`src/bts_pkg.sv`:
```
package bts_pkg;

   // Store geometry and texel width.
   localparam int MAX_WIDTH  = 1024;
   localparam int MAX_HEIGHT = 512;
   localparam int VALUE_BITS = 16;

   localparam int X_BITS = $clog2(MAX_WIDTH);
   localparam int Y_BITS = $clog2(MAX_HEIGHT);

   // Field widths of the request and response items.
   localparam int TEXEL_X_W     = 10;
   localparam int TEXEL_Y_W     = 9;
   localparam int TEXEL_VALUE_W = 16;
   localparam int COORD_W       = 18;
   localparam int SAMPLE_W      = 16;
   localparam int FRAC_BITS     = 16;

   // Bit positions of the fields inside req_tdata.
   localparam int TX_LSB     = 0;
   localparam int TY_LSB     = TX_LSB + TEXEL_X_W;
   localparam int TV_LSB     = TY_LSB + TEXEL_Y_W;
   localparam int CU_LSB     = TV_LSB + TEXEL_VALUE_W;
   localparam int CV_LSB     = CU_LSB + COORD_W;
   localparam int REQ_BITS   = CV_LSB + COORD_W;
   localparam int REQ_DATA_W = ((REQ_BITS + 7) / 8) * 8;
   localparam int RSP_DATA_W = ((SAMPLE_W + 7) / 8) * 8;

   // Action codes carried in req_tuser.
   localparam logic ACTION_WRITE  = 1'b0;
   localparam logic ACTION_SAMPLE = 1'b1;

   // Register file.
   localparam int CFG_WIDTH_W   = 11;
   localparam int CFG_HEIGHT_W  = 10;
   localparam int CSR_DATA_W    = 11;
   localparam int CSR_INDEX_W   = 1;
   localparam logic [CSR_INDEX_W-1:0] CSR_IMAGE_WIDTH  = 1'd0;
   localparam logic [CSR_INDEX_W-1:0] CSR_IMAGE_HEIGHT = 1'd1;
   localparam int CFG_WIDTH_RESET  = 640;
   localparam int CFG_HEIGHT_RESET = 480;

   // Coordinate scaling: Q1.16 coordinate times (extent - 1).
   localparam int PROD_X_W = COORD_W + X_BITS + 1;
   localparam int PROD_Y_W = COORD_W + Y_BITS + 1;
   localparam int IX_W     = PROD_X_W - FRAC_BITS;
   localparam int IY_W     = PROD_Y_W - FRAC_BITS;

   // Texel store split into 2x2 banks by the parity of x and y.
   localparam int NUM_BANKS  = 4;
   localparam int BANK_AW    = (X_BITS - 1) + (Y_BITS - 1);
   localparam int BANK_DEPTH = 1 << BANK_AW;

   // Blend products: signed difference times unsigned fraction.
   localparam int BLEND_PROD_W = VALUE_BITS + FRAC_BITS + 2;

   // Result buffer.
   localparam int FIFO_DEPTH = 8;
   localparam int FIFO_AW    = $clog2(FIFO_DEPTH);
   localparam int CREDIT_W   = $clog2(FIFO_DEPTH + 1);

   typedef logic [1:0] bank_sel_type;

   typedef struct packed {
      logic                  we;
      logic [BANK_AW-1:0]    addr;
      logic [VALUE_BITS-1:0] wdata;
   } bank_req_type;

   typedef struct packed {
      logic                 valid;
      bank_sel_type         sel_a;
      bank_sel_type         sel_b;
      bank_sel_type         sel_c;
      bank_sel_type         sel_d;
      logic [FRAC_BITS-1:0] fx;
      logic [FRAC_BITS-1:0] fy;
   } tap_ctl_type;

endpackage

```
`src/bts_fifo.sv`:
```
module bts_fifo (
   input  logic                          clock,
   input  logic                          reset,
   input  logic                          push,
   input  logic [bts_pkg::SAMPLE_W-1:0]  push_data,
   output logic                          out_valid,
   input  logic                          out_ready,
   output logic [bts_pkg::SAMPLE_W-1:0]  out_data
);

   import bts_pkg::*;

   logic [SAMPLE_W-1:0] mem_ff [FIFO_DEPTH];
   logic [FIFO_AW-1:0]  wr_ptr_ff, wr_ptr_in, rd_ptr_ff, rd_ptr_in;
   logic [CREDIT_W-1:0] count_ff, count_in;
   logic                pop;

   // Space is guaranteed by the credit check at the request side.
   assign out_valid = (count_ff != '0);
   assign pop       = out_valid && out_ready;
   assign out_data  = mem_ff[rd_ptr_ff];

   always_comb begin
      wr_ptr_in = wr_ptr_ff;
      rd_ptr_in = rd_ptr_ff;
      if (push) begin
         wr_ptr_in = (wr_ptr_ff == FIFO_AW'(FIFO_DEPTH-1)) ? '0 : wr_ptr_ff + 1'b1;
      end
      if (pop) begin
         rd_ptr_in = (rd_ptr_ff == FIFO_AW'(FIFO_DEPTH-1)) ? '0 : rd_ptr_ff + 1'b1;
      end
      count_in = count_ff + CREDIT_W'(push) - CREDIT_W'(pop);
   end

   always_ff @(posedge clock) begin
      if (reset) begin
         wr_ptr_ff <= '0;
         rd_ptr_ff <= '0;
         count_ff  <= '0;
      end else begin
         wr_ptr_ff <= wr_ptr_in;
         rd_ptr_ff <= rd_ptr_in;
         count_ff  <= count_in;
      end
      if (push) begin
         mem_ff[wr_ptr_ff] <= push_data;
      end
   end

endmodule
```
`config.mk`:
```
export PLATFORM = sky130hd
export DESIGN_NAME = bts_fifo
export DESIGN_NICKNAME = d
export VERILOG_FILES = /design/src/bts_pkg.sv /design/src/bts_fifo.sv
export SDC_FILE = /design/constraint.sdc
export NUM_CORES = 1
export LEC_CHECK = 0
export BUFFER_PORTS_ARGS = -buffer_cell sky130_fd_sc_hd__buf_2
export CAP_MARGIN = 10
export CORE_MARGIN = 2
export CORE_UTILIZATION = 54
export DETAILED_ROUTE_END_ITERATION = 16
export GPL_TIMING_DRIVEN = 0
export PLACE_DENSITY = 0.8
export SYNTH_ARGS = -nofsm -noshare
export SYNTH_HDL_FRONTEND = slang
export SYNTH_SLANG_ARGS = --single-unit
```
`constraint.sdc`:
```
create_clock -name clock -period 2 [get_ports clock]
set_input_delay 0.4 -clock clock [delete_from_list [all_inputs] [get_ports clock]]
set_output_delay 0.4 -clock clock [all_outputs]
set_load 0.01 [all_outputs]
```
After elaboration in Yosys (flattened, before gate mapping). Memories as Yosys holds them, arrays and structs flattened. A register that Yosys moved wholly into a read port is not among the register bits. Cells that the tools add are included.

Add/sub/neg operators: 4. Multiply operators: 0. Divide/modulo/power cells: 0. Order comparisons: 0. Equal/unequal tests: 2. Shift-type cells: 0. Multiplexer cells: 6. Bitwise gates (word level): 0. Reduce and logical (&&, ||, !) cells: 2.

Operators by type and width (count): $mux W3 (4); $add A3 B1 Y3 const B (2); $eq A3 B3 Y1 const B (2); $add A4 B1 Y4 (1); $reduce_bool A4 Y1 (1); $sub A4 B1 Y4 (1); $mux W1 (2); $logic_and A1 B1 Y1 (1).

Register bits after elaboration: 10. Bits in latches: 0. Memory bits (writable): 128. Memory bits (read-only): 0. Bits of input ports: 20. Output and inout bits: 17. Logic and storage cells: 18. Memories: 1.

Memory list: mem_ff (words 8, width 16, rd ports 1, clocked after memory_dff 1, write ports 1, line bts_fifo.sv:13) `logic [SAMPLE_W-1:0] mem_ff [FIFO_DEPTH];`.

Depth between registers and ports, before layout.
Depth in word-level cells: 4. Depth in mapped cells: 10. Mapped depth without buffers: 10.

Worst setup path before layout. Ideal clock, no wire load.

Path kind: register to register. Start: register count_ff[2]. End: register count_ff[2]. Setup time: 0.128 ns. Data arrival time: 1.977 ns. Data required time: 1.872 ns. Setup slack: -0.105 ns. Stages on the path, launching flop included: 11. Buffers on the path: 0. Period minus slack after synthesis: 2.105 ns. Cells stage by stage: dfxtp_1 inv_1 ha_1 nor3b_1 inv_1 nand3_1 o21ai_0 ha_1 fa_1 xnor2_1 nor2_1.

Cells in the longest elaborated chain, start to end: 3. Elaborated cells on any way between the ends: 4. Classes of those cells: add/sub (2); reduce/logical (2).

Ends and longest elaborated chain: from (decl) (line bts_fifo.sv:15) `logic [CREDIT_W-1:0] count_ff, count_in;`; from (signal assigned) (line bts_fifo.sv:43) `count_ff <= count_in;`; $reduce_bool A4 Y1 (line bts_fifo.sv:19) `assign out_valid = (count_ff != '0);`; named net out_valid (line bts_fifo.sv:6) `output logic out_valid,`; $logic_and A1 B1 Y1 (line bts_fifo.sv:20) `assign pop = out_valid && out_ready;`; $sub A4 B1 Y4 (line bts_fifo.sv:32) `count_in = count_ff + CREDIT_W'(push) - CREDIT_W'(pop);`.

The timed path passes the listed nets, and every way through them passes these cells. A chain may end at the register's enable or synchronous reset.

==> results.yml <==
finish:
  final_cell_mix: "edfxtp_1 (128), mux4_2 (32), buf_2 (21)"
  mostFrequentLayoutCell: "edfxtp_1"
  drive_gt1_share_pct: 45.6
  final_nets: 358
  fin_area_mm2: 0.00689
  stdcell_count: 479
  final_core_util_pct: 67.7
  area_growth_pct: 23.6
placement:
  placed_cell_area_mm2: 0.00606
  gp_congestion: 0.659
  io_buffers: 36
  place_inst: 439
  dp_hpwl_mm: 6.64
sta:
  layout_setup_ws_ns: -0.488
  worst-slew-pin-transition_ns: 0.977
  timing.final.crit_share_pct: 124
  slew_headroom_pct: 34.7
  hold_violations: 0
  grt_setup_unrepaired: "yes"
  max_clock_freq_mhz: 402
  setup-violations-final: 16
  layout_min_cycle_time_ns: 2.49
  slew_violations: 0
  fin_worst_skew_ns: 0.00882
detailed_routing:
  firstDrtPassIters: 6
  routed-wl-met3_um: 782
  dr_wl_met2_mm: 5.94
  routed_wl_mm: 11.3
  avgViaCountPerCell: 5.73
  dr_total_vias: 2745
  ant_nets: 0
  drt_drc_violations_left: 0
  highest_layer: "met4"
  wl_met1_mm: 4.45
  first_iter_violations: 284
  wire_per_inst_um: 23.7
clock_network:
  cts_sinks: 141
  path_clk_slew_ns: 0.06
  tritoncts: "built"
  root_buffer: "clkbuf_8"
  cts_inserted_buffers: 17
  cts.path.max_buffers: 2
  cts_hold_buf: 0
  worstSkewPairLatency_ns: 0.52
  cts_max_level: 4
yosys:
  netlist.area_leader.share_pct: 69.0
  syn_inst: 260
  synth-simple-area-share_pct: 2.67
  synth_area_per_cell_um2: 21.4
  synth_area_mm2: 0.00557
  synth_compound_area_share_pct: 1.32
  synthMuxAreaShare_pct: 18.4
  yosys.area.top_type: "edfxtp_1"
  syn_nets: 289
  synth_top_family_by_area: "multiplexers"
  yosys_register_bits: 141
  yosys-top-cells-area: "edfxtp_1 (69%), mux4_1 (13%), dfxtp_1 (4.7%), mux2_2 (3.2%), ha_1 (1.8%)"
  synth-seq-area-share_pct: 73.6
  synth_adder_area_share_pct: 2.16
  synth_cell_types: 27
  synth_xor_area_share_pct: 0.157
  yosysWarningCount: 0
power:
  p_int_mw: 6.11
  pwr-share-comb_pct: 18.7
  p_switching_mw: 1.96
  power_mw: 8.07
  clkPwrFrac_pct: 39.3
  p_leak_nw: 2.34
  pwr-share-seq_pct: 42.0
  p_per_area_mw_per_mm2: 1170
  switching_share_pct: 24.3
  irDropWorstVdd_mv: 0.691
critical_path:
  cp.required_ns: 1.60
  cp_max_fo: 7
  arrival_ns: 2.09
  rrSetupSlack_ns: 0.06
  path_cells: "buf_12 > buf_8 > mux4_2 > mux2_4 > buf_6"
  crit_slowest_cell: "mux4_2"
  slowest_delay_ns: 0.52
  path_buf_inv: 3
  worstReg2RegStart: "count_ff[2]$_SDFF_PP0_"
  crit_path_start_kind: "register"
  end_kind: "primary output"
  critical-path-top-delay-family: "multiplexers"
  crit_type: "reg -> out"
global_routing:
  grt_use_total_pct: 22.2
  antenna_found_initial: 0
  grt_max_degree: 17
  grt_pass1_vias: 2885
  grt_overflow_total: 0
  grt_pass1_wl_mm: 17.2
floorplanning:
  fp.dieArea_mm2: 0.0111
  fp.dieH_um: 106
  rows: 37
  start_util_pct: 54.7
  die_w_um: 106
  num_io_pins: 37
  core_mm2: 0.0102
run_status:
  status: "finished, violations left"
  violations: "setup timing"
hold_path:
  hold_start: "reset"
  hold_class: "in -> reg"
run:
  drv_cap: 0
-- per-stage QoR --
stage	setup TNS [ns]	setup slack (ns)	hold slack (ns)
6_report	-7.35	-0.488	0.106
4_1_cts	-8.79	-0.571	0.0677
2_1_floorplan	0	0.0369	0.472
3_5_place_dp	-3.24	-0.254	0.515
5_1_grt	-8.38	-0.546	0.0963
3_3_place_gp	-50.63	-0.435	0.502
-- path summary, 6_finish.rpt --
kind / end / cells after the start
max: out_data[7] / 5
min: count_ff[1]$_SDFF_PP0_ / 2
max reg2reg: count_ff[1]$_SDFF_PP0_ / 9
min reg2reg: register / 2
-- kinds of logic after synthesis --
kind of cell / Yosys count
and+or+nand+nor: 29
muxes: 50
AOI/OAI and AO/OA: 14
adders and majority gates: 9
xor gates and xnor gates: 1
buffers and inverters: 16
DFF: 141
-- area by class of cell --
cell class	count	area, um^2
sequential	141	4110
tap	136	170
buffer	9	96.3
multi-input combinational	103	1410
antenna	1	2.50
timing repair buffer	51	492
fill	652	3290
inverter	6	22.5
clock buffer	17	414
clock inverter	15	183
-- what timing repair did --
action                     CTS  global route
resized for setup           52            41
pin swaps                    0             4
setup endpoints to repair   19            19
gates cloned                 2             1
buffers inserted             5             2
-- routing by layer --
metal	global-route usage [%]	vias up
li1	-	1213
met1	28.1	1398
met2	36.4	118
met3	6.56	16
met4	8.46	0
met5	0	-
-- worst reg2reg max path, cell delays in order (launching register included) --
cell and delay, ns:
dfxtp_1 0.31, inv_2 0.05, ha_2 0.17, nor3b_4 0.23, inv_2 0.10, nand3_4 0.08, o21ai_1 0.08, ha_2 0.21
fa_2 0.53, nor2b_4 0.12
-- Yosys cell counts --
library cell  count
edfxtp_1        128
mux4_1           28
mux2_2           16
dfxtp_1          13
nor2_1           11
a21oi_1           9
ha_1              8
inv_1             6
nand2b_1          5
buf_6             4
mux4_2            4
o21ai_0           4
buf_1             3
nand3_1           3
clkbuf_1          2
mux2i_1           2
nand2_1           2
nor2b_1           2
nor3_1            2
a31o_2            1
clkbuf_2          1
fa_1              1
nand3b_1          1
nand4b_1          1
nor3b_1           1
or4_1             1
xnor2_1           1
-- power groups by stage --
stage               Sequential (mW)  Clock (mW)  Combinational, mW
finish                         3.39        3.17               1.51
global route                   3.40        3.31               1.63
CTS                            3.38        3.19               1.34
detailed placement             3.44           0               1.04
global placement               3.43           0              0.976
floorplan                      3.42           0              0.715
-- flip-flops by register name (all words and copies together) (netlist names), named ones only --
signal and count:
mem_ff 128, count_ff 4, rd_ptr_ff 3, wr_ptr_ff 3
Note: power is estimated with default switching activity, not from simulation.
