==> src/bts_pkg.sv <==
package bts_pkg;

   // Store geometry and texel width.
   localparam int MAX_WIDTH  = 1024;
   localparam int MAX_HEIGHT = 512;
   localparam int VALUE_BITS = 16;

   localparam int X_BITS = $clog2(MAX_WIDTH);
   localparam int Y_BITS = $clog2(MAX_HEIGHT);

   // Field widths of the request and response items.
   localparam int TEXEL_X_W     = 10;
   localparam int TEXEL_Y_W     = 9;
   localparam int TEXEL_VALUE_W = 16;
   localparam int COORD_W       = 18;
   localparam int SAMPLE_W      = 16;
   localparam int FRAC_BITS     = 16;

   // Bit positions of the fields inside req_tdata.
   localparam int TX_LSB     = 0;
   localparam int TY_LSB     = TX_LSB + TEXEL_X_W;
   localparam int TV_LSB     = TY_LSB + TEXEL_Y_W;
   localparam int CU_LSB     = TV_LSB + TEXEL_VALUE_W;
   localparam int CV_LSB     = CU_LSB + COORD_W;
   localparam int REQ_BITS   = CV_LSB + COORD_W;
   localparam int REQ_DATA_W = ((REQ_BITS + 7) / 8) * 8;
   localparam int RSP_DATA_W = ((SAMPLE_W + 7) / 8) * 8;

   // Action codes carried in req_tuser.
   localparam logic ACTION_WRITE  = 1'b0;
   localparam logic ACTION_SAMPLE = 1'b1;

   // Register file.
   localparam int CFG_WIDTH_W   = 11;
   localparam int CFG_HEIGHT_W  = 10;
   localparam int CSR_DATA_W    = 11;
   localparam int CSR_INDEX_W   = 1;
   localparam logic [CSR_INDEX_W-1:0] CSR_IMAGE_WIDTH  = 1'd0;
   localparam logic [CSR_INDEX_W-1:0] CSR_IMAGE_HEIGHT = 1'd1;
   localparam int CFG_WIDTH_RESET  = 640;
   localparam int CFG_HEIGHT_RESET = 480;

   // Coordinate scaling: Q1.16 coordinate times (extent - 1).
   localparam int PROD_X_W = COORD_W + X_BITS + 1;
   localparam int PROD_Y_W = COORD_W + Y_BITS + 1;
   localparam int IX_W     = PROD_X_W - FRAC_BITS;
   localparam int IY_W     = PROD_Y_W - FRAC_BITS;

   // Texel store split into 2x2 banks by the parity of x and y.
   localparam int NUM_BANKS  = 4;
   localparam int BANK_AW    = (X_BITS - 1) + (Y_BITS - 1);
   localparam int BANK_DEPTH = 1 << BANK_AW;

   // Blend products: signed difference times unsigned fraction.
   localparam int BLEND_PROD_W = VALUE_BITS + FRAC_BITS + 2;

   // Result buffer.
   localparam int FIFO_DEPTH = 8;
   localparam int FIFO_AW    = $clog2(FIFO_DEPTH);
   localparam int CREDIT_W   = $clog2(FIFO_DEPTH + 1);

   typedef logic [1:0] bank_sel_type;

   typedef struct packed {
      logic                  we;
      logic [BANK_AW-1:0]    addr;
      logic [VALUE_BITS-1:0] wdata;
   } bank_req_type;

   typedef struct packed {
      logic                 valid;
      bank_sel_type         sel_a;
      bank_sel_type         sel_b;
      bank_sel_type         sel_c;
      bank_sel_type         sel_d;
      logic [FRAC_BITS-1:0] fx;
      logic [FRAC_BITS-1:0] fy;
   } tap_ctl_type;

endpackage

==> src/bts_blend.sv <==
module bts_blend (
   input  logic                                                   clock,
   input  logic                                                   reset,
   input  bts_pkg::tap_ctl_type                                   tap,
   input  logic [bts_pkg::NUM_BANKS-1:0][bts_pkg::VALUE_BITS-1:0] bank_rdata,
   output logic                                                   push_valid,
   output logic [bts_pkg::SAMPLE_W-1:0]                           push_value
);

   import bts_pkg::*;

   logic [VALUE_BITS-1:0]         a, b, c, d;
   logic signed [VALUE_BITS:0]    diff_ab, diff_cd, diff_v;
   logic signed [BLEND_PROD_W-1:0] pt_in, pb_in, pm_in;

   logic                           v3_ff, v4_ff, v5_ff;
   logic signed [BLEND_PROD_W-1:0] pt3_ff, pb3_ff, pm5_ff;
   logic [VALUE_BITS-1:0]          a3_ff, c3_ff, top4_ff, bot4_ff, top5_ff;
   logic [FRAC_BITS-1:0]           fy3_ff, fy4_ff;

   logic signed [VALUE_BITS+1:0] top_sum, bot_sum, fin_sum;
   logic [VALUE_BITS-1:0]        top_in, bot_in;

   // Horizontal blend products of the top and bottom texel pairs.
   assign a       = bank_rdata[tap.sel_a];
   assign b       = bank_rdata[tap.sel_b];
   assign c       = bank_rdata[tap.sel_c];
   assign d       = bank_rdata[tap.sel_d];
   assign diff_ab = $signed({1'b0, b}) - $signed({1'b0, a});
   assign diff_cd = $signed({1'b0, d}) - $signed({1'b0, c});
   assign pt_in   = diff_ab * $signed({1'b0, tap.fx});
   assign pb_in   = diff_cd * $signed({1'b0, tap.fx});

   // a + floor(product / 65536); the blend stays between its two texels.
   assign top_sum = $signed({2'b00, a3_ff}) + $signed(pt3_ff[BLEND_PROD_W-1:FRAC_BITS]);
   assign bot_sum = $signed({2'b00, c3_ff}) + $signed(pb3_ff[BLEND_PROD_W-1:FRAC_BITS]);
   assign top_in  = top_sum[VALUE_BITS-1:0];
   assign bot_in  = bot_sum[VALUE_BITS-1:0];

   // Vertical blend between the two rows.
   assign diff_v  = $signed({1'b0, bot4_ff}) - $signed({1'b0, top4_ff});
   assign pm_in   = diff_v * $signed({1'b0, fy4_ff});
   assign fin_sum = $signed({2'b00, top5_ff}) + $signed(pm5_ff[BLEND_PROD_W-1:FRAC_BITS]);

   always_ff @(posedge clock) begin
      if (reset) begin
         v3_ff <= 1'b0;
         v4_ff <= 1'b0;
         v5_ff <= 1'b0;
      end else begin
         v3_ff <= tap.valid;
         v4_ff <= v3_ff;
         v5_ff <= v4_ff;
      end
      pt3_ff  <= pt_in;
      pb3_ff  <= pb_in;
      a3_ff   <= a;
      c3_ff   <= c;
      fy3_ff  <= tap.fy;
      top4_ff <= top_in;
      bot4_ff <= bot_in;
      fy4_ff  <= fy3_ff;
      pm5_ff  <= pm_in;
      top5_ff <= top4_ff;
   end

   assign push_valid = v5_ff;
   assign push_value = SAMPLE_W'(fin_sum[VALUE_BITS-1:0]);

endmodule

==> config.mk <==
export PLATFORM = sky130hd
export DESIGN_NAME = bts_blend
export DESIGN_NICKNAME = d
export VERILOG_FILES = /design/src/bts_pkg.sv /design/src/bts_blend.sv
export SDC_FILE = /design/constraint.sdc
export NUM_CORES = 2
export LEC_CHECK = 0
export BUFFER_PORTS_ARGS = -buffer_cell sky130_fd_sc_hd__buf_2
export CELL_PAD_IN_SITES_DETAIL_PLACEMENT = 1
export CELL_PAD_IN_SITES_GLOBAL_PLACEMENT = 1
export CORE_ASPECT_RATIO = 1.1
export CORE_UTILIZATION = 50
export DETAILED_ROUTE_END_ITERATION = 8
export PLACE_DENSITY = 0.89
export SLEW_MARGIN = 30
export SYNTH_ARGS = -nofsm -noshare
export SYNTH_HDL_FRONTEND = slang
export SYNTH_SLANG_ARGS = --single-unit
==> constraint.sdc <==
create_clock -name clock -period 34.9 [get_ports clock]
set_clock_uncertainty 0.05 [all_clocks]
set_input_delay 6.98 -clock clock [delete_from_list [all_inputs] [get_ports clock]]
set_output_delay 6.98 -clock clock [all_outputs]
set_load 0.02 [all_outputs]
# --- Yosys cells after proc, flatten, opt, wreduce, memory -nomap -nowiden ---
# Index checks and enable logic that the tools add are counted.
classes:
  n_addsub: 6
  multipliers: 3
  magnitude_cmp: 4
  muxes: 8
op_table:
  columns: ["operator", "n"]
  rows:
  - ["$bmux 16 s2", 4]
  - ["$mul 17x17->32", 3]
  - ["$mux 16", 4]
  - ["$sub 16x16->17", 3]
  - ["$add 16x16->16", 3]
  - ["$lt 2x3->1 const B", 4]
totals:
  reg_bits: 211
  input_bits: 107
  out_inout_bits: 17
  word_cells: 34

# --- Longest topological paths before layout ---
depth:
  word_depth: 4
  mapped_depth: 36
  ltp_nobuf: 34

# --- Least setup slack after synthesis ---
# Ideal clock, no wire load.
synth_timing:
  kind: "in2reg"
  start: "input tap[34] (netlist name)"
  end: "register pb3_ff[31]"
  setup_ps: 129
  arrival_time_ps: 15878
  required_time_ps: 34721
  setup_slack_ps: 18843
  stages: 32
  path_buffers: 3
  cell_sequence: "clkbuf_1 buf_1 mux4_2 ha_1 fa_1 nand2b_1 a21boi_0 o21ai_1 a211oi_1 a31oi_1 a21oi_1 o22ai_1 clkbuf_1 nand2_1 inv_1 fa_1 fa_1 fa_1 fa_1 fa_1 inv_1 fa_1 inv_1 ha_1 or3_1 nor3_1 a21oi_1 o21ai_4 a211oi_2 o32a_1 a21o_1 xnor3_1"
synth_between:
  elab_chain_cells: 4
synth_lines:
  columns: ["item", "line", "source"]
  rows:
  - ["start, declared", "bts_blend.sv:4", "input bts_pkg::tap_ctl_type tap,"]
  - ["$bmux 16 s2", "bts_blend.sv:27", "assign c = bank_rdata[tap.sel_c];"]
  - ["$mux 16 (not written as such)", "bts_blend.sv:27", null]
  - ["net c[0]", "bts_blend.sv:12", "logic [VALUE_BITS-1:0] a, b, c, d;"]
  - ["$sub 16x16->17", "bts_blend.sv:30", "assign diff_cd = $signed({1'b0, d}) - $signed({1'b0, c});"]
  - ["$mul 17x17->32", "bts_blend.sv:32", "assign pb_in = diff_cd * $signed({1'b0, tap.fx});"]
  - ["net pb_in[31]", "bts_blend.sv:14", "logic signed [BLEND_PROD_W-1:0] pt_in, pb_in, pm_in;"]
  - ["end signal, assigned", "bts_blend.sv:56", "pb3_ff <= pb_in;"]
  - ["end, declared", "bts_blend.sv:17", "logic signed [BLEND_PROD_W-1:0] pt3_ff, pb3_ff, pm5_ff;"]
# The timed path passes the listed nets, and every way through them passes these cells. The select of a mux whose other input is x is not followed.
# A chain may end at the register's enable or synchronous reset.

# --- Final worst setup path ---
layout_timing:
  start: "input tap[38] (netlist name)"
  end: "register pt3_ff[31]"
layout_between:
  elab_chain_cells: 4
layout_lines:
  columns: ["item", "line", "source"]
  rows:
  - ["$bmux 16 s2", "bts_blend.sv:25", "assign a = bank_rdata[tap.sel_a];"]
  - ["$mux 16 (not written as such)", "bts_blend.sv:25", null]
  - ["net a[0]", "bts_blend.sv:12", null]
  - ["$sub 16x16->17", "bts_blend.sv:29", "assign diff_ab = $signed({1'b0, b}) - $signed({1'b0, a});"]
  - ["$mul 17x17->32", "bts_blend.sv:31", "assign pt_in = diff_ab * $signed({1'b0, tap.fx});"]
  - ["net pt_in[31]", "bts_blend.sv:14", null]
  - ["end signal, assigned", "bts_blend.sv:55", "pt3_ff <= pt_in;"]
  - ["end, declared", "bts_blend.sv:17", null]
# The timed path passes the listed nets, and every way through them passes these cells. The select of a mux whose other input is x is not followed.

==> impl_metrics.json <==
{
  "wl_per_cell_um": 25.9,
  "synth_area_leaders": "fa_1 (39%), ha_1 (10%), inv_1 (9.9%)",
  "crit_required_ns": 35.26,
  "yosys_warnings": 0,
  "portBuffers": 123,
  "holdPathStages": 0,
  "yosys.area.top_type_share": 0.389,
  "dpl-instance-area_um2": 42400,
  "die_x_um": 274,
  "synth_edf_count": 0,
  "fill_cells": 9337,
  "row_count": 109,
  "gr-usage-all-layers": 0.357,
  "period_share": 0.471,
  "period_minus_slack_ns": 16.44,
  "status": "finished, violations left",
  "ys_types": 84,
  "synth_nets": 5793,
  "worstHoldStart": "fy3_ff[2]$_DFF_P_",
  "coreArea_um2": 80500,
  "h-tree-depth": 4,
  "grt_overflow": 0,
  "ys_seq_area_frac": 0.0802,
  "initial_utilization": 0.506,
  "drive_above_1_share": 0.0751,
  "syn_avg_cell_area_um2": 8.93,
  "placed_cells": 5565,
  "grt_max_degree": 51,
  "final_area_um2": 43100,
  "reg2reg_slack_ns": 25.16,
  "max_stage_delay_ns": 0.63,
  "wl_um": 145000,
  "first_iter_violations": 2622,
  "drcViolationCount": 30,
  "clk_pin_slew_ns": 0.10,
  "cap_violations": 0,
  "final_common_cell": "inv_1",
  "gp_congestion": 0.926,
  "crit_path_top_delay_cell": "mux4_2",
  "setup_viol": 0,
  "antenna_found_initial": 20,
  "clk_path_buf_depth": 2,
  "ys_ff_latch": 163,
  "reg2reg_from": "top4_ff[0]$_DFF_P_",
  "area_growth_pct": 5.84,
  "fmax_ghz": 0.0608,
  "place_ws_ns": 18.00,
  "synth_top_area_cell": "fa_1",
  "hp-class": "reg -> reg",
  "cts_num_sinks": 163,
  "vias_per_cell": 6.05,
  "die_h_um": 301,
  "crit_fanout": 16,
  "grt_pass1_vias": 39200,
  "cts_resized": 0,
  "finalNonFillerCells": 5614,
  "firstDrtPassIters": 8,
  "io_pins": 124,
  "final_antenna_net_count": 0,
  "ys.flop_type": "dfxtp_1",
  "cts-root-buf": "clkbuf_16",
  "fin_tns_setup_ns": 0,
  "worst_pin_slew_ns": 1.14,
  "relSlewSlack": 0.241,
  "r2r-end": "pm5_ff[31]$_DFF_P_",
  "dp_hpwl_um": 111000,
  "cts_hold_buffers": 0,
  "violations": "DRC",
  "grt_pass1_wl_um": 221000,
  "crit_type": "in -> reg",
  "endpoint_kind": "flip-flop",
  "cts_buffers": 17,
  "mappedNetlistArea_um2": 40700,
  "vias": 34000,
  "clock_latency_ns": 0.52,
  "cts_setup_buffers": 0,
  "rsz0062_at_grt": "false",
  "slew_violations": 0,
  "die-area_um2": 82500,
  "worstPathArrival_ns": 16.79,
  "reg2reg_depth": 27,
  "async_flop_share": 0,
  "finalHoldViolations": 0,
  "cts_tree": "done",
  "crit_top_cell": "fa_1",
  "final_cell_mix": "inv_1 (1071), fa_1 (791), nand2_1 (501)",
  "fin_ws_ns": 18.46,
  "hold_path_end": "fy4_ff[2]$_DFF_P_",
  "crit_path_start_kind": "input port",
  "nets": 5763,
  "synth_cells": 4560
}
[per-layer routing]
| layer | wire length (um) | global-route usage |
|---|---|---|
| met1 | 47100 | 0.373 |
| met2 | 71200 | 0.605 |
| met4 | 13100 | 0.291 |
| met5 | 86 | 0 |
| met3 | 14000 | 0.0935 |
[cells by family after synthesis]
logic type / after synthesis / synth area share
flops: 163 / 0.0802
mux: 81 / 0.0398
xor+xnor: 143 / 0.0311
compound gates: 412 / 0.0715
simple gates: 1331 / 0.164
buf+inv: 1299 / 0.120
fa+ha+maj: 1131 / 0.493
[registers in the layout, indices dropped and copies added, names as in the netlist]
register / cells
fy3_ff: 16
fy4_ff: 16
top5_ff: 16
top4_ff: 16
bot4_ff: 16
push_valid: 1
pm5_ff: 16
pt3_ff: 16
a3_ff: 16
v3_ff: 1
pb3_ff: 16
v4_ff: 1
c3_ff: 16
[cell usage after synthesis, types with 52 or more instances]
cell type  number
a21oi_1        80
and2_1        258
clkbuf_1      208
dfxtp_1       163
fa_1          791
ha_1          335
inv_1        1071
mux4_2         64
nand2_1       502
nand2b_1       62
nand3_1        99
nor2_1        122
nor2b_1        72
nor3_1         52
o21ai_0        61
xnor2_1       108
[stage by stage]
stage               hold slack (ns)   util
CTS                           0.271  0.534
global route                  0.279  0.535
global placement              0.262  0.526
finish                        0.273  0.535
detailed placement            0.263  0.526
floorplan                     0.260      -
[worst max-delay path: cells and delay by family]
| kind | cells | cell delay (ns) |
|---|---|---|
| buffers and inverters | 6 | 1.02 |
| AOI/OAI and AO/OA | 12 | 2.85 |
| and+or+nand+nor | 3 | 0.59 |
| xor gates and xnor gates | 3 | 0.45 |
| muxes | 1 | 0.63 |
| adders and majority gates | 9 | 4.24 |
[final cells by class]
| type | instances | area [um^2] | area share |
|---|---|---|---|
| timing repair buffer | 178 | 1030 | 0.0240 |
| multi-input combinational | 3098 | 32800 | 0.761 |
| clock inverter | 15 | 186 | 0.00433 |
| clock buffer | 17 | 425 | 0.00988 |
| inverter | 1072 | 4020 | 0.0934 |
| sequential | 163 | 3260 | 0.0758 |
| tap | 1054 | 1320 | 0.0306 |
| antenna | 17 | 42.5 | 0.000988 |
[worst max path at each step]
stage	start	end	slack, ns	cells past startpoint
after floorplan	tap[34]	pb3_ff[31]$_DFF_P_	18.84	32
after global placement	tap[34]	pb3_ff[31]$_DFF_P_	18.62	32
after detailed placement	tap[34]	pb3_ff[31]$_DFF_P_	18.00	31
after CTS	tap[34]	pb3_ff[31]$_DFF_P_	18.53	31
after global routing	tap[34]	pb3_ff[31]$_DFF_P_	18.03	30
final	tap[38]	pt3_ff[31]$_DFF_P_	18.46	34
Power is not shown: default switching activity piles up to over one toggle a cycle in this logic, so the estimate is an artifact.
