===== src/bts_pkg.sv =====
package bts_pkg;

   // Store geometry and texel width.
   localparam int MAX_WIDTH  = 1024;
   localparam int MAX_HEIGHT = 512;
   localparam int VALUE_BITS = 16;

   localparam int X_BITS = $clog2(MAX_WIDTH);
   localparam int Y_BITS = $clog2(MAX_HEIGHT);

   // Field widths of the request and response items.
   localparam int TEXEL_X_W     = 10;
   localparam int TEXEL_Y_W     = 9;
   localparam int TEXEL_VALUE_W = 16;
   localparam int COORD_W       = 18;
   localparam int SAMPLE_W      = 16;
   localparam int FRAC_BITS     = 16;

   // Bit positions of the fields inside req_tdata.
   localparam int TX_LSB     = 0;
   localparam int TY_LSB     = TX_LSB + TEXEL_X_W;
   localparam int TV_LSB     = TY_LSB + TEXEL_Y_W;
   localparam int CU_LSB     = TV_LSB + TEXEL_VALUE_W;
   localparam int CV_LSB     = CU_LSB + COORD_W;
   localparam int REQ_BITS   = CV_LSB + COORD_W;
   localparam int REQ_DATA_W = ((REQ_BITS + 7) / 8) * 8;
   localparam int RSP_DATA_W = ((SAMPLE_W + 7) / 8) * 8;

   // Action codes carried in req_tuser.
   localparam logic ACTION_WRITE  = 1'b0;
   localparam logic ACTION_SAMPLE = 1'b1;

   // Register file.
   localparam int CFG_WIDTH_W   = 11;
   localparam int CFG_HEIGHT_W  = 10;
   localparam int CSR_DATA_W    = 11;
   localparam int CSR_INDEX_W   = 1;
   localparam logic [CSR_INDEX_W-1:0] CSR_IMAGE_WIDTH  = 1'd0;
   localparam logic [CSR_INDEX_W-1:0] CSR_IMAGE_HEIGHT = 1'd1;
   localparam int CFG_WIDTH_RESET  = 640;
   localparam int CFG_HEIGHT_RESET = 480;

   // Coordinate scaling: Q1.16 coordinate times (extent - 1).
   localparam int PROD_X_W = COORD_W + X_BITS + 1;
   localparam int PROD_Y_W = COORD_W + Y_BITS + 1;
   localparam int IX_W     = PROD_X_W - FRAC_BITS;
   localparam int IY_W     = PROD_Y_W - FRAC_BITS;

   // Texel store split into 2x2 banks by the parity of x and y.
   localparam int NUM_BANKS  = 4;
   localparam int BANK_AW    = (X_BITS - 1) + (Y_BITS - 1);
   localparam int BANK_DEPTH = 1 << BANK_AW;

   // Blend products: signed difference times unsigned fraction.
   localparam int BLEND_PROD_W = VALUE_BITS + FRAC_BITS + 2;

   // Result buffer.
   localparam int FIFO_DEPTH = 8;
   localparam int FIFO_AW    = $clog2(FIFO_DEPTH);
   localparam int CREDIT_W   = $clog2(FIFO_DEPTH + 1);

   typedef logic [1:0] bank_sel_type;

   typedef struct packed {
      logic                  we;
      logic [BANK_AW-1:0]    addr;
      logic [VALUE_BITS-1:0] wdata;
   } bank_req_type;

   typedef struct packed {
      logic                 valid;
      bank_sel_type         sel_a;
      bank_sel_type         sel_b;
      bank_sel_type         sel_c;
      bank_sel_type         sel_d;
      logic [FRAC_BITS-1:0] fx;
      logic [FRAC_BITS-1:0] fy;
   } tap_ctl_type;

endpackage


===== src/bts_coord.sv =====
module bts_coord (
   input  logic                                    clock,
   input  logic                                    reset,
   input  logic                                    item_valid,
   input  logic                                    item_action,
   input  logic [bts_pkg::TEXEL_X_W-1:0]           texel_x,
   input  logic [bts_pkg::TEXEL_Y_W-1:0]           texel_y,
   input  logic [bts_pkg::TEXEL_VALUE_W-1:0]       texel_value,
   input  logic [bts_pkg::COORD_W-1:0]             coord_u,
   input  logic [bts_pkg::COORD_W-1:0]             coord_v,
   input  logic [bts_pkg::X_BITS-1:0]              width_m1,
   input  logic [bts_pkg::Y_BITS-1:0]              height_m1,
   output bts_pkg::bank_req_type [bts_pkg::NUM_BANKS-1:0] bank_req,
   output bts_pkg::tap_ctl_type                    tap
);

   import bts_pkg::*;

   // Input register.
   logic                     v0_ff, act0_ff;
   logic [TEXEL_X_W-1:0]     tx0_ff;
   logic [TEXEL_Y_W-1:0]     ty0_ff;
   logic [TEXEL_VALUE_W-1:0] tv0_ff;
   logic [COORD_W-1:0]       cu0_ff, cv0_ff;

   // Scaled coordinates.
   logic                       v1_ff, act1_ff;
   logic [TEXEL_X_W-1:0]       tx1_ff;
   logic [TEXEL_Y_W-1:0]       ty1_ff;
   logic [TEXEL_VALUE_W-1:0]   tv1_ff;
   logic signed [PROD_X_W-1:0] px1_ff, px_in;
   logic signed [PROD_Y_W-1:0] py1_ff, py_in;

   logic signed [IX_W-1:0] ix, ix_p1;
   logic signed [IY_W-1:0] iy, iy_p1;
   logic [X_BITS-1:0]      x0, x1;
   logic [Y_BITS-1:0]      y0, y1;
   logic [X_BITS-1:0]      xsel [2];
   logic [Y_BITS-1:0]      ysel [2];
   logic                   wr_ok;
   bank_sel_type           wr_bank;
   tap_ctl_type            tap_ff, tap_in;

   assign px_in = $signed(cu0_ff) * $signed({1'b0, width_m1});
   assign py_in = $signed(cv0_ff) * $signed({1'b0, height_m1});

   always_ff @(posedge clock) begin
      if (reset) begin
         v0_ff        <= 1'b0;
         v1_ff        <= 1'b0;
         tap_ff.valid <= 1'b0;
      end else begin
         v0_ff        <= item_valid;
         v1_ff        <= v0_ff;
         tap_ff.valid <= tap_in.valid;
      end
      act0_ff <= item_action;
      tx0_ff  <= texel_x;
      ty0_ff  <= texel_y;
      tv0_ff  <= texel_value;
      cu0_ff  <= coord_u;
      cv0_ff  <= coord_v;
      act1_ff <= act0_ff;
      tx1_ff  <= tx0_ff;
      ty1_ff  <= ty0_ff;
      tv1_ff  <= tv0_ff;
      px1_ff  <= px_in;
      py1_ff  <= py_in;
      tap_ff.sel_a <= tap_in.sel_a;
      tap_ff.sel_b <= tap_in.sel_b;
      tap_ff.sel_c <= tap_in.sel_c;
      tap_ff.sel_d <= tap_in.sel_d;
      tap_ff.fx    <= tap_in.fx;
      tap_ff.fy    <= tap_in.fy;
   end

   // The upper bits of the two's complement product are floor(p / 65536).
   assign ix    = px1_ff[PROD_X_W-1:FRAC_BITS];
   assign iy    = py1_ff[PROD_Y_W-1:FRAC_BITS];
   assign ix_p1 = ix + IX_W'(1);
   assign iy_p1 = iy + IY_W'(1);

   // Clamp-to-edge addressing of the two columns and the two rows.
   always_comb begin
      priority if (ix[IX_W-1]) begin
         x0 = '0;
      end else if (ix > $signed({{(IX_W-X_BITS){1'b0}}, width_m1})) begin
         x0 = width_m1;
      end else begin
         x0 = ix[X_BITS-1:0];
      end
      priority if (ix_p1[IX_W-1]) begin
         x1 = '0;
      end else if (ix_p1 > $signed({{(IX_W-X_BITS){1'b0}}, width_m1})) begin
         x1 = width_m1;
      end else begin
         x1 = ix_p1[X_BITS-1:0];
      end
      priority if (iy[IY_W-1]) begin
         y0 = '0;
      end else if (iy > $signed({{(IY_W-Y_BITS){1'b0}}, height_m1})) begin
         y0 = height_m1;
      end else begin
         y0 = iy[Y_BITS-1:0];
      end
      priority if (iy_p1[IY_W-1]) begin
         y1 = '0;
      end else if (iy_p1 > $signed({{(IY_W-Y_BITS){1'b0}}, height_m1})) begin
         y1 = height_m1;
      end else begin
         y1 = iy_p1[Y_BITS-1:0];
      end
   end

   // The two columns are either equal or adjacent, so each parity bank
   // sees at most one distinct column; the same holds for rows.
   always_comb begin
      xsel[0] = x0[0] ? x1 : x0;
      xsel[1] = x0[0] ? x0 : x1;
      ysel[0] = y0[0] ? y1 : y0;
      ysel[1] = y0[0] ? y0 : y1;
   end

   assign wr_ok   = ({1'b0, tx1_ff} < (TEXEL_X_W+1)'(MAX_WIDTH)) &&
                    ({1'b0, ty1_ff} < (TEXEL_Y_W+1)'(MAX_HEIGHT));
   assign wr_bank = {ty1_ff[0], tx1_ff[0]};

   // Writes and reads share one bank port; only one item is in this stage
   // at a time, so a write always lands before any later read of the entry.
   always_comb begin
      for (int b = 0; b < NUM_BANKS; b++) begin
         if (act1_ff == ACTION_WRITE) begin
            bank_req[b].we   = v1_ff && wr_ok && (wr_bank == bank_sel_type'(b));
            bank_req[b].addr = {ty1_ff[Y_BITS-1:1], tx1_ff[X_BITS-1:1]};
         end else begin
            bank_req[b].we   = 1'b0;
            bank_req[b].addr = {ysel[b/2][Y_BITS-1:1], xsel[b%2][X_BITS-1:1]};
         end
         bank_req[b].wdata = tv1_ff[VALUE_BITS-1:0];
      end
   end

   always_comb begin
      tap_in.valid = v1_ff && (act1_ff == ACTION_SAMPLE);
      tap_in.sel_a = {y0[0], x0[0]};
      tap_in.sel_b = {y0[0], x1[0]};
      tap_in.sel_c = {y1[0], x0[0]};
      tap_in.sel_d = {y1[0], x1[0]};
      tap_in.fx    = px1_ff[FRAC_BITS-1:0];
      tap_in.fy    = py1_ff[FRAC_BITS-1:0];
   end

   assign tap = tap_ff;

endmodule


===== config.mk =====
export PLATFORM = sky130hd
export DESIGN_NAME = bts_coord
export DESIGN_NICKNAME = d
export VERILOG_FILES = /design/src/bts_pkg.sv /design/src/bts_coord.sv
export SDC_FILE = /design/constraint.sdc
export NUM_CORES = 1
export LEC_CHECK = 0
export ABC_CLOCK_PERIOD_IN_PS = 9100
export BUFFER_PORTS_ARGS = -buffer_cell sky130_fd_sc_hd__buf_4
export CAP_MARGIN = 0
export CORE_AREA = 5 5 189 263
export CTS_CLUSTER_SIZE = 24
export DETAILED_ROUTE_END_ITERATION = 7
export DIE_AREA = 0 0 194 268
export GPL_TIMING_DRIVEN = 0
export MAX_ROUTING_LAYER = met4
export SLEW_MARGIN = 40
export SYNTH_ARGS = -nofsm -noshare
export SYNTH_HDL_FRONTEND = slang
export SYNTH_SLANG_ARGS = --single-unit

===== constraint.sdc =====
create_clock -name clock -period 9.1 [get_ports clock]
set_input_delay 1.82 -clock clock [delete_from_list [all_inputs] [get_ports clock]]
set_output_delay 1.82 -clock clock [all_outputs]
set_load 0.05 [all_outputs]

# Yosys cells after proc, flatten, opt, wreduce, memory -nomap -nowiden
# Index checks and enable logic that the tools add are counted.
totals:
  reg_bits: 208
  wordCells: 54
  out_inout_bits: 177
  in_bits: 94
op_classes:
  addsub: 2
  n_reduce_logical: 6
  magnitude_cmp: 4
  eq_ne: 3
  n_mux: 16
  multipliers: 2
ops:
  columns: ["op", "n"]
  rows:
  - ["18-bit two-way mux", 4]
  - ["10-bit two-way mux", 6]
  - ["9-bit two-way mux", 6]
  - ["18-bit by 11-bit multiplier with 29-bit output", 1]
  - ["18-bit by 10-bit multiplier with 28-bit output", 1]
  - ["13-bit by 11-bit > comparator with 1-bit output", 2]
  - ["12-bit by 10-bit > comparator with 1-bit output", 2]
  - ["13-bit by 2-bit adder with 13-bit output (second input constant)", 1]
  - ["12-bit by 2-bit adder with 12-bit output (second input constant)", 1]
  - ["1-bit logical AND", 5]
  - ["2-bit equality test (second input constant)", 2]
  - ["2-bit by 1-bit equality test with 1-bit output (second input constant)", 1]
  - ["2-bit zero test", 1]

# Logic depth before layout (Yosys ltp)
logic_depth:
  ltp_word: 6
  ltp_mapped: 23
  ltp_nobuf: 21

# Least setup slack after synthesis
# OpenSTA, ideal clock, no wires.
synth_path:
  path_kind: "in2out"
  start: "input port width_m1[4] (netlist bit)"
  end: "output port bank_req[119] (netlist bit)"
  arrival_time_ns: 5.808
  n_path_buf: 4
  setup_slack_ns: 1.472
  stages: 13
  required_ns: 7.280
  path_cell_list: "clkbuf_1 > buf_1 > inv_1 > ha_1 > or4b_1 > a21oi_1 > o21ai_0 > a311o_1 > buf_6 > mux2i_4 > nand2b_2 > o21ai_0 > buf_4"
synth_lines:
  columns: ["element", "line", "rtl"]
  rows:
  - ["from (decl)", "bts_coord.sv:11", "input logic [bts_pkg::X_BITS-1:0] width_m1,"]
  - ["to (decl)", "bts_coord.sv:13", "output bts_pkg::bank_req_type [bts_pkg::NUM_BANKS-1:0] bank_req,"]

# Final worst setup path
layout_path:
  start: "input port width_m1[5] (netlist bit)"
  end: "register px1_ff[28]"
layout_between:
  elab_chain_len: 1
layout_lines:
  columns: ["element", "line", "rtl"]
  rows:
  - ["18-bit by 11-bit multiplier with 29-bit output", "bts_coord.sv:44", "assign px_in = $signed(cu0_ff) * $signed({1'b0, width_m1});"]
  - ["named net px_in[28]", "bts_coord.sv:31", "logic signed [PROD_X_W-1:0] px1_ff, px_in;"]
  - ["to (signal assigned)", "bts_coord.sv:67", "px1_ff <= px_in;"]
  - ["to (decl)", "bts_coord.sv:31", null]
# The timed path passes the listed nets, and every way through them passes these cells.
# A chain may end at the register's enable or synchronous reset.

==> qor.log <==
INFO  global_route   overflow=0
INFO  sta            layout_worst_path_cycle_share=0.870
INFO  sta            worst_clock_skew=20.4ps
INFO  clock_network  cts_num_sinks=204
INFO  yosys          mappedNetlistNets=2714
INFO  yosys          synthesis.yosys.warnings=0
INFO  sta            max-slew-margin-rel=0.450
INFO  layout         n_fill_cell=4516
INFO  critical_path  required_worst_endpoint=9550ps
INFO  clock_network  cts.clk_slew.worst_paths=60ps
INFO  critical_path  critPathCaptureType=flip-flop
INFO  yosys          seq_area_frac_synth=0.205
INFO  yosys          synth-main-ff-cell=sky130_fd_sc_hd__dfxtp_1
INFO  detailed_routing drcViolationCount=0
INFO  floorplan      floorplan.core_area=46900µm²
INFO  detailed_routing drt-total-wl=52.5mm
INFO  sta            worst_slew_pin_slew=825ps
INFO  layout         final_core_util=0.501
INFO  floorplan      site_rows=94
INFO  clock_network  post_cts_resize_count=0
INFO  place          port_buffers=269
INFO  yosys          synth_async_sr_flop_share=0
INFO  floorplan      io_pins=271
INFO  critical_path  rr_endpoint=px1_ff[28]
INFO  layout         final_net_count=3008
INFO  min_path       whs_endpoint=tap[21]
INFO  min_path       worstHoldPathCells=0
INFO  critical_path  crit_type=in2reg
INFO  critical_path  ff2ff_setup_slack=2920ps
INFO  critical_path  timing.rr.start=cu0_ff[11]
INFO  yosys          synth.top_cell.area_share=0.298
INFO  min_path       hold_class=reg2reg
INFO  detailed_routing drtAntennaViolNets=0
INFO  clock_network  htreeDepth=1
INFO  pwr            vdd.ir_drop.worst=0.000190V
INFO  clock_network  clock_tree.root_cell=sky130_fd_sc_hd__clkbuf_16
INFO  yosys          postSynthAreaPerCell=9.25µm²
INFO  min_path       hp-start=px1_ff[5]
INFO  clock_network  postCtsSetupBuffers=0
INFO  critical_path  ff2ff_path_depth=20
INFO  place          gpl.final_weighted_congestion=0.857
INFO  job            max_cap_viol_count=0
INFO  clock_network  clock_latency=550ps
INFO  floorplan      fp.dieW=194µm
INFO  detailed_routing detailroute.via_count=15300
INFO  layout         post_route_cells_drive_above_1_share=0.171
INFO  sta            final_report_max_slew_violation_count=0
INFO  pwr            leakage=11.9nW
INFO  detailed_routing drtIter0Drc=656
INFO  detailed_routing avgViaCountPerCell=4.94
INFO  place          dpl.hpwl=43.5mm
INFO  critical_path  arrival=8360ps
INFO  floorplan      die_h=268µm
INFO  floorplan      start_util=0.425
INFO  run_status     outcome=complete, no violations
INFO  sta            fin_tns_setup=0ps
INFO  sta            max_freq=126MHz
INFO  global_route   grt_pass1_wl=84.0mm
INFO  floorplan      fp.dieArea=52000µm²
INFO  sta            final_hold_viol_count=0
INFO  yosys          synthesis.area=20000µm²
INFO  clock_network  cts_tree=done
INFO  critical_path  cp_max_fo=10
INFO  detailed_routing avgRoutedWirePerCell=17.0µm
INFO  yosys          synth.ff_latch_count=204
INFO  layout         design_area=23500µm²
INFO  global_route   grt_antenna_before_repair=0
INFO  critical_path  worstSetupStartpointType=input port
INFO  layout         insertedDiodeCount=0
INFO  sta            grt_setup_unrepaired=false
INFO  global_route   number_of_global_route_vias_before_repair=16500
INFO  sta            min_period=7910ps
INFO  place          placement_cell_area=22800µm²
INFO  clock_network  cts_hold_buf=0
INFO  yosys          synth_top_cell_by_area=sky130_fd_sc_hd__fa_1
INFO  clock_network  cts-buffers-inserted=23
INFO  yosys          post_synth_edffs=0
INFO  detailed_routing drt_pre_antenna_iters=6
INFO  pwr            power.density=365nW/µm²
INFO  global_route   grt_util_all_layers=0.206
INFO  global_route   grt_start_max_net_pins=16
INFO  layout         area_growth_syn_to_layout=17.8%
INFO  yosys          synthCells=2157
INFO  sta            setup_viol_count_final=0
INFO  yosys          yosysUniqueCellTypes=65
INFO  yosys          post_synth_main_area_contributors=sky130_fd_sc_hd__fa_1, sky130_fd_sc_hd__dfxtp_1, sky130_fd_sc_hd__ha_1
INFO  clock_network  clock_path_buffers=3
==> synthesized netlist by cell type, drive strengths merged, types with 3 or more instances <==
library cell	instances
a21boi	3
a21oi	70
nand4b	3
inv	394
or3	11
nor2	47
o41ai	3
nor2b	22
a21o	17
o21bai	8
nand2	248
and3	8
xnor2	65
a31oi	30
mux2	9
dfxtp	204
xor2	12
nand4	9
o21a	16
ha	166
nand2b	9
fa	297
clkbuf	65
o21ai	45
clkinv	3
mux2i	23
a211oi	3
o211ai	15
buf	99
and2	170
nand3	27
or2	3
nor3	24
==> sequential cells by signal, summed over array words and instances, names as in the netlist, 9 cells and up <==
register / count
cv0_ff: 18
tx1_ff: 10
tv0_ff: 16
py1_ff: 28
ty1_ff: 9
px1_ff: 29
tap: 37
tx0_ff: 10
cu0_ff: 18
ty0_ff: 9
tv1_ff: 16
==> worst max-delay path, stage by stage <==
cell,delay (ps)
sky130_fd_sc_hd__buf_4,110
sky130_fd_sc_hd__clkbuf_1,560
sky130_fd_sc_hd__clkbuf_1,560
sky130_fd_sc_hd__nand2_1,170
sky130_fd_sc_hd__fa_1,570
sky130_fd_sc_hd__inv_1,60
sky130_fd_sc_hd__fa_1,560
sky130_fd_sc_hd__fa_1,440
sky130_fd_sc_hd__fa_1,530
sky130_fd_sc_hd__inv_1,60
sky130_fd_sc_hd__fa_1,480
sky130_fd_sc_hd__inv_1,40
sky130_fd_sc_hd__ha_1,320
sky130_fd_sc_hd__a21oi_1,240
sky130_fd_sc_hd__o211ai_1,120
sky130_fd_sc_hd__a21oi_1,240
sky130_fd_sc_hd__o21ai_0,290
sky130_fd_sc_hd__o41ai_2,420
sky130_fd_sc_hd__inv_1,100
sky130_fd_sc_hd__a221o_1,330
sky130_fd_sc_hd__a21oi_1,170
sky130_fd_sc_hd__xnor2_1,150
==> layout make-up <==
cell class / instances / area, µm² / share of cell area
plain buffers: 164 / 951 / 0.0404
clock buffers: 26 / 597 / 0.0254
clock inverters: 16 / 164 / 0.00697
inverters: 397 / 1490 / 0.0634
multi-input cells: 1392 / 13400 / 0.571
flip-flops and latches: 204 / 4080 / 0.174
well taps: 624 / 781 / 0.0332
repair buffers: 269 / 2020 / 0.0859
==> cells in the final DEF, fill, tap and decap left out, types with 5 or more instances in the layout <==
| cell | n |
|---|---|
| sky130_fd_sc_hd__o21ai_0 | 44 |
| sky130_fd_sc_hd__nor2_1 | 47 |
| sky130_fd_sc_hd__inv_1 | 394 |
| sky130_fd_sc_hd__o21bai_1 | 8 |
| sky130_fd_sc_hd__buf_4 | 356 |
| sky130_fd_sc_hd__o21a_1 | 16 |
| sky130_fd_sc_hd__nand2_1 | 247 |
| sky130_fd_sc_hd__xnor2_1 | 65 |
| sky130_fd_sc_hd__nor3_1 | 24 |
| sky130_fd_sc_hd__nand4_1 | 9 |
| sky130_fd_sc_hd__clkbuf_1 | 67 |
| sky130_fd_sc_hd__or3_1 | 11 |
| sky130_fd_sc_hd__buf_1 | 10 |
| sky130_fd_sc_hd__a21o_1 | 17 |
| sky130_fd_sc_hd__nor2b_1 | 22 |
| sky130_fd_sc_hd__fa_1 | 297 |
| sky130_fd_sc_hd__and2_1 | 170 |
| sky130_fd_sc_hd__ha_1 | 166 |
| sky130_fd_sc_hd__o211ai_1 | 14 |
| sky130_fd_sc_hd__a31oi_1 | 30 |
| sky130_fd_sc_hd__clkbuf_16 | 23 |
| sky130_fd_sc_hd__nand2b_1 | 8 |
| sky130_fd_sc_hd__mux2i_1 | 22 |
| sky130_fd_sc_hd__dfxtp_1 | 204 |
| sky130_fd_sc_hd__xor2_1 | 12 |
| sky130_fd_sc_hd__clkinv_2 | 5 |
| sky130_fd_sc_hd__nand3_1 | 27 |
| sky130_fd_sc_hd__a21oi_1 | 70 |
| sky130_fd_sc_hd__mux2_2 | 9 |
| sky130_fd_sc_hd__and3_1 | 8 |
==> metal layers <==
layer  share of wire  wire, µm  GRT usage
met3           0.037      1940     0.0219
met1            0.34     17700      0.200
met5               0         0          -
met4           0.039      2030     0.0749
met2            0.59     30800      0.418
==> cells by family after synthesis <==
| family | count (synthesis) | synth area share |
|---|---|---|
| and+or+nand+nor | 590 | 0.146 |
| buffers and inverters | 561 | 0.122 |
| adders and majority gates | 463 | 0.402 |
| AOI/OAI and AO/OA | 230 | 0.0737 |
| DFF | 204 | 0.205 |
| xor gates and xnor gates | 77 | 0.0338 |
| muxes | 32 | 0.0172 |
==> power breakdown <==
part	internal, mW	switching (mW)
clock network	0.537	0.402
logic	2.58	3.71
registers	1.19	0.165
total	4.30	4.27
==> through the flow <==
step / worst slack, ps / std cells / hold WS, ps / total power [mW]
after CTS: 1160 / 3092 / 313 / 8.72
final: 1190 / 3092 / 319 / 8.58
after detailed placement: 630 / 3050 / 312 / 7.71
after global placement: 524 / 3050 / 310 / 7.60
after floorplan: 1470 / 2157 / 310 / 6.19
after global routing: 867 / 3092 / 324 / 9.44
==> worst max-delay path by stage <==
stage	slack, ps	startpoint	end
after CTS	1160	width_m1[5]	px1_ff[28]
final	1190	width_m1[5]	px1_ff[28]
after global routing	870	height_m1[1]	bank_req[131]
after global placement	520	width_m1[5]	px1_ff[28]
after floorplan	1470	width_m1[4]	bank_req[119]
after detailed placement	630	width_m1[7]	px1_ff[28]
(Power assumes the default switching activity.)
